--- config.mk ---
export PLATFORM = sky130hd
export DESIGN_NAME = nnis_ctrl
export DESIGN_NICKNAME = d
export VERILOG_FILES = /design/src/design/nnis_pkg.sv /design/src/design/nnis_ctrl.sv
export SDC_FILE = /design/constraint.sdc
export NUM_CORES = 1
export LEC_CHECK = 0
export BUFFER_PORTS_ARGS = -buffer_cell sky130_fd_sc_hd__buf_4
export CAP_MARGIN = 30
export CORE_AREA = 2 2 49 51
export DETAILED_ROUTE_END_ITERATION = 10
export DIE_AREA = 0 0 51 53
export PLACE_DENSITY = 0.52
export SETUP_SLACK_MARGIN = 0.02
export SLEW_MARGIN = 20
export SYNTH_ARGS = -nofsm -noshare
export SYNTH_HDL_FRONTEND = slang
export SYNTH_SLANG_ARGS = --single-unit
--- constraint.sdc ---
create_clock -name clk -period 2.01 [get_ports clk]
set_input_delay 0.603 -clock clk [delete_from_list [all_inputs] [get_ports clk]]
set_output_delay 0.603 -clock clk [all_outputs]
set_load 0.05 [all_outputs]
--- src/design/nnis_pkg.sv ---
// Shared types and constants of the nearest-neighbor image scaler.
`timescale 1ns / 1ps
`default_nettype none
package nnis_pkg;

  // Field widths fixed by the item format
  localparam int COORD_W    = 10;
  localparam int PIX_IN_W   = 32;
  localparam int SRC_DIM_W  = 7;
  localparam int DST_DIM_W  = 11;
  localparam int CFG_IDX_W  = 2;
  localparam int CFG_DATA_W = 11;
  localparam int IN_TDATA_W = 56;

  // Scaled coordinate: product of a coordinate and a source size
  localparam int PROD_W = COORD_W + SRC_DIM_W;
  // Quotient is always below the source size, so it fits the source size width
  localparam int QUO_W  = SRC_DIM_W;
  localparam int STEP_W = $clog2(QUO_W);

  // Item kinds carried on in_tuser
  localparam logic FUNC_LOAD  = 1'b0;
  localparam logic FUNC_FETCH = 1'b1;

  // Configuration register indexes
  typedef enum logic [CFG_IDX_W-1:0] {
    REG_SRC_WIDTH  = 2'd0,
    REG_SRC_HEIGHT = 2'd1,
    REG_DST_WIDTH  = 2'd2,
    REG_DST_HEIGHT = 2'd3
  } cfg_reg_t;

  // Controller states, one-hot
  typedef enum logic [6:0] {
    ST_IDLE   = 7'b0000001,
    ST_CHECK  = 7'b0000010,
    ST_MUL    = 7'b0000100,
    ST_DIV    = 7'b0001000,
    ST_ADDR   = 7'b0010000,
    ST_READ   = 7'b0100000,
    ST_RESULT = 7'b1000000
  } state_t;

  // Controller to datapath
  typedef struct packed {
    logic capture;   // latch the accepted input beat
    logic mul;       // form the scaled products, load the dividers
    logic div_step;  // one restoring-division step on both axes
    logic addr;      // latch the frame store read address
    logic ram_re;    // read the frame store
    logic ram_we;    // write the loaded pixel
    logic emit;      // load the output register
    logic emit_oor;  // the emitted beat is out of range
  } cmd_t;

  // Datapath to controller
  typedef struct packed {
    logic is_fetch;  // captured item is a fetch
    logic in_range;  // captured coordinate lies inside its frame
    logic out_full;  // output register holds a beat that is not taken this cycle
  } sts_t;

endpackage
`default_nettype wire

--- src/design/nnis_ctrl.sv ---
// Sequencing state machine of the nearest-neighbor image scaler.
`timescale 1ns / 1ps
`default_nettype none
module nnis_ctrl
  import nnis_pkg::*;
(
  input  wire logic clk,
  input  wire logic rst_n,
  input  wire logic in_tvalid,
  output logic      in_tready,
  input  wire sts_t sts,
  output cmd_t      cmd
);

  state_t            state_r, state_nxt;
  logic [STEP_W-1:0] step_r, step_nxt;
  logic              oor_r, oor_nxt;

  // State, step counter and range flag
  always_ff @(posedge clk) begin
    if (!rst_n) begin
      state_r <= ST_IDLE;
      step_r  <= '0;
      oor_r   <= 1'b0;
    end else begin
      state_r <= state_nxt;
      step_r  <= step_nxt;
      oor_r   <= oor_nxt;
    end
  end

  assign in_tready = (state_r == ST_IDLE);

  // Next state and commands
  always_comb begin
    state_nxt    = state_r;
    step_nxt     = step_r;
    oor_nxt      = oor_r;
    cmd          = '0;
    cmd.emit_oor = oor_r;
    unique case (state_r)
      ST_IDLE: begin
        if (in_tvalid) begin
          cmd.capture = 1'b1;
          state_nxt   = ST_CHECK;
        end
      end
      ST_CHECK: begin
        if (!sts.in_range) begin
          oor_nxt   = 1'b1;
          state_nxt = ST_RESULT;
        end else if (sts.is_fetch) begin
          oor_nxt   = 1'b0;
          state_nxt = ST_MUL;
        end else begin
          cmd.ram_we = 1'b1;
          state_nxt  = ST_IDLE;
        end
      end
      ST_MUL: begin
        cmd.mul   = 1'b1;
        step_nxt  = '0;
        state_nxt = ST_DIV;
      end
      ST_DIV: begin
        cmd.div_step = 1'b1;
        step_nxt     = step_r + 1'b1;
        if (step_r == STEP_W'(QUO_W - 1)) begin
          state_nxt = ST_ADDR;
        end
      end
      ST_ADDR: begin
        cmd.addr  = 1'b1;
        state_nxt = ST_READ;
      end
      ST_READ: begin
        cmd.ram_re = 1'b1;
        state_nxt  = ST_RESULT;
      end
      ST_RESULT: begin
        // hold until the output register frees up
        if (!sts.out_full) begin
          cmd.emit  = 1'b1;
          state_nxt = ST_IDLE;
        end
      end
      default: begin
        state_nxt = ST_IDLE;
      end
    endcase
  end

endmodule
`default_nettype wire

Word level (Yosys, flattened, before mapping)
Index checks and enable logic that the tools add are counted.
Storage, ports and cells
  logic and storage cells: 39
  bits in registers: 11
Cells by class
  add/sub/neg operators: 1
  reduce and logical (&&, ||, !) cells: 3
  muxes and demuxes: 20
  equality and inequality tests: 12
Operators with widths (count)
  $pmux 7 s7: 1
  $mux 7: 4
  $mux 1: 13
  $eq 7x1->1 const B: 1
  $eq 7x2->1 const B: 1
  $eq 7x3->1 const B: 1
  $eq 7x4->1 const B: 1
  $eq 7x5->1 const B: 1
  $eq 7x6->1 const B: 1
  $eq 7x7->1 const B: 1
  $ne 2x2->1 const B: 3
  $pmux 3 s2: 1
  $add 3x1->3 const B: 1
  $eq 3x3->1 const B: 1
  $mux 3: 1
  $reduce_and 3->1: 1
  $ne 2x1->1 const B: 1
  $reduce_and 2->1: 1
  $reduce_bool 2->1: 1

Longest topological paths before layout
  depth in word-level cells: 3
  depth in mapped cells: 6
  depth with buffers taken out: 6

Worst setup path before layout
OpenSTA, ideal clock, no wires.
  path type: flip-flop to output port
  start: register state_r[0]
  end: output port cmd[1] (netlist name)
  buffers on the path: 1
  stages on the path, launching flop included: 5
  slack: -1.095 ns
  required time: 1.407 ns
  arrival: 2.502 ns
  cell sequence: dfxtp_1 -> buf_4 -> nor3_4 -> nand2_1 -> nor4b_1
RTL lines
  from (decl): RTL line nnis_ctrl.sv:15  | state_t state_r, state_nxt;
  from (signal assigned): RTL line nnis_ctrl.sv:26  | state_r <= state_nxt;
  to (decl): RTL line nnis_ctrl.sv:12  | output cmd_t cmd

==> results.cfg <==
[place]
place_congestion = 0.830
dpl.hpwl_um = 1350
place_area_um2 = 891
dp_cells = 127
pre_cts_ws_ns = 0.0759
portBuffers = 14

[logic_synthesis]
synth_ff_type = dfxtp_1
syn_inst = 85
netlist-cell-type-count = 38
ys_async_sr_fraction_pct = 0
syn_area_per_cell_um2 = 8.51
synth_seq_area_share_pct = 30.4
synth-edff-count = 0
synth-seq-cells = 11
yosys_warnings = 0
syn-cell-area_um2 = 723
syn_nets = 93

[pwr]
leakage_nw = 0.462
powerDensity_nw_per_um2 = 503
peakVddDrop_uv = 336

[critical_path]
critPathRequiredTime_ns = 1.41
cp.arrival_ns = 1.51
end_kind = primary output
crit_fanout = 3
crit_type = flip-flop to primary output
worstSetupStartpointType = flip-flop

[sta]
worst_slew_pin_slew_ns = 0.383
clock_skew_ns = 0.00187
hold_viol = 0
rsz0062_at_grt = true
setup_slack_ns = -0.0999
period_needed_ns = 2.11
fmax_mhz = 474
finalSetupViolCount = 6
post-route-period-util_pct = 105
slew_headroom_pct = 74.1
slew_violations = 0

[min_path]
min_path_type = flip-flop to flip-flop

[final_layout]
post-route-util_pct = 52.5
antenna_cells = 0
drive_gt1_share_pct = 47.8
multiInputGateArea_um2 = 522
n_fill_cell = 214
ff_latch_area_um2 = 236
fin_cells = 143
fin_nets = 124
fin_area_um2 = 1130
syn2layout_area_growth_pct = 55.9

[clocking]
cts_tree = built
numClockSinks = 11
cts.clk_slew.worst_paths_ns = 0.07
cts_max_level = 1
clock_latency_ns = 0.26
cts-root-buf = clkbuf_4
cts_buffers = 3
clockBufferDepth = 2
postCtsHoldBufs = 0

[job]
drv_cap = 0

[drt]
wl_per_cell_um = 13.2
vias = 704
final_antenna_net_count = 0
drt_iter0_drc = 14
vias_per_cell = 4.92
drt-total-wl_um = 1890
firstDrtPassIters = 4
drc_errors = 0

[floorplanning]
core.rowCount = 17
dieArea_um2 = 2700
die_h_um = 53
core_area_um2 = 2150
chipWidth_um = 51
start_util_pct = 33.7
io_pins = 15

[grt]
grt_usage_pct = 16.1
grt_max_degree = 10
grt_pass1_vias = 706
grt_pass1_wl_um = 3190
gr-total-overflow = 0
antenna_found_initial = 0

[status]
violations = negative setup slack
status = finished with violations
==> timing repair <==
item / in CTS / in global routing
setup endpoints to repair: 8 / 7
pin swaps: 7 / 4
resized for setup: 26 / 11
cloned: 0 / 0
buffers inserted: 9 / 4
==> critical path, stage by stage (launching register included) <==
cell	delay, ns
dfxtp_4	0.37
nor4_4	0.25
buf_4	0.16
and3_4	0.18
and2_4	0.14
buf_8	0.13
==> registers in the layout (all words and copies together), names as in the netlist <==
register,flops
state_r,7
oor_r,1
step_r,3
==> layout by cell type (no fill, tap or decap), types with 2 or more instances in the layout <==
cell type,instances
buf_4,23
dfxtp_1,6
buf_6,5
inv_1,4
nor2_1,4
a21boi_0,4
nand2_1,4
buf_8,4
dfxtp_4,4
nor2_4,3
nand3_1,3
nor4b_1,3
clkbuf_4,3
nand3_4,2
nand3b_1,2
nor2_2,2
nand2b_1,2
nor3_1,2
and3_1,2
o211ai_1,2
ha_1,2
==> final timing paths <==
| path | endpoint | cells after the start | from | slack, ns |
|---|---|---|---|---|
| worst min-delay path | step_r[1]$_SDFFE_PN0P_ | 2 | step_r[1]$_SDFFE_PN0P_ | 0.50 |
| worst min register to register | step_r[1]$_SDFFE_PN0P_ | 2 | step_r[1]$_SDFFE_PN0P_ | 0.50 |
| worst max register to register | state_r[2]$_SDFFE_PN0P_ | 5 | state_r[6]$_SDFFE_PN0P_ | 0.42 |
| worst max-delay path | cmd[7] | 5 | state_r[6]$_SDFFE_PN0P_ | -0.1 |
==> routing by layer <==
| layer | global-route usage, % | wire [um] |
|---|---|---|
| met5 | 0 | 0 |
| met4 | 5.41 | 12 |
| met3 | 2.54 | 63 |
| met2 | 27.7 | 970 |
| met1 | 20.4 | 846 |
==> where the power goes <==
group | total, W | switching [W] | internal [W]
logic | 0.000189 | 0.0000951 | 0.0000935
registers | 0.000226 | 0.00000633 | 0.000220
clock network | 0.000153 | 0.0000760 | 0.0000767
==> through the flow <==
stage / TNS [ns] / hold WS (ns) / total power, W
after floorplan: -0.167 / 0.472 / 0.000328
after global placement: 0 / 0.488 / 0.000369
after detailed placement: 0 / 0.498 / 0.000369
after CTS: -0.483 / 0.507 / 0.000553
after global routing: -0.977 / 0.525 / 0.000598
final: -0.390 / 0.503 / 0.000567
==> cell families after synthesis <==
family	after synthesis	share of synthesized area [%]
flops	11	30.4
fa+ha+maj	2	3.46
simple gates	44	38.8
compound gates	15	15.7
buf+inv	11	9.17
xor+xnor	2	2.42
==> synth_stat cells (all sizes together) (2+ instances only) <==
master / number / area, um2
nor2: 9 / 33.8
buf: 5 / 42.5
nand3: 5 / 25.0
nor4b: 4 / 35.0
o211ai: 2 / 15.0
nand2: 6 / 22.5
nand2b: 2 / 12.5
nor3: 3 / 26.3
inv: 5 / 18.8
ha: 2 / 25.0
and2: 2 / 12.5
nand3b: 2 / 15.0
a21boi: 4 / 30.0
dfxtp: 11 / 220
and3: 3 / 18.8
==> layout make-up <==
cell class / instances / area share (%)
multi-input cells: 63 / 46.3
repair buffers: 32 / 25.6
clock buffers: 4 / 2.33
flip-flops and latches: 11 / 21.0
inverters: 5 / 1.66
well taps: 28 / 3.11
Power figures use the tool's default switching activity.
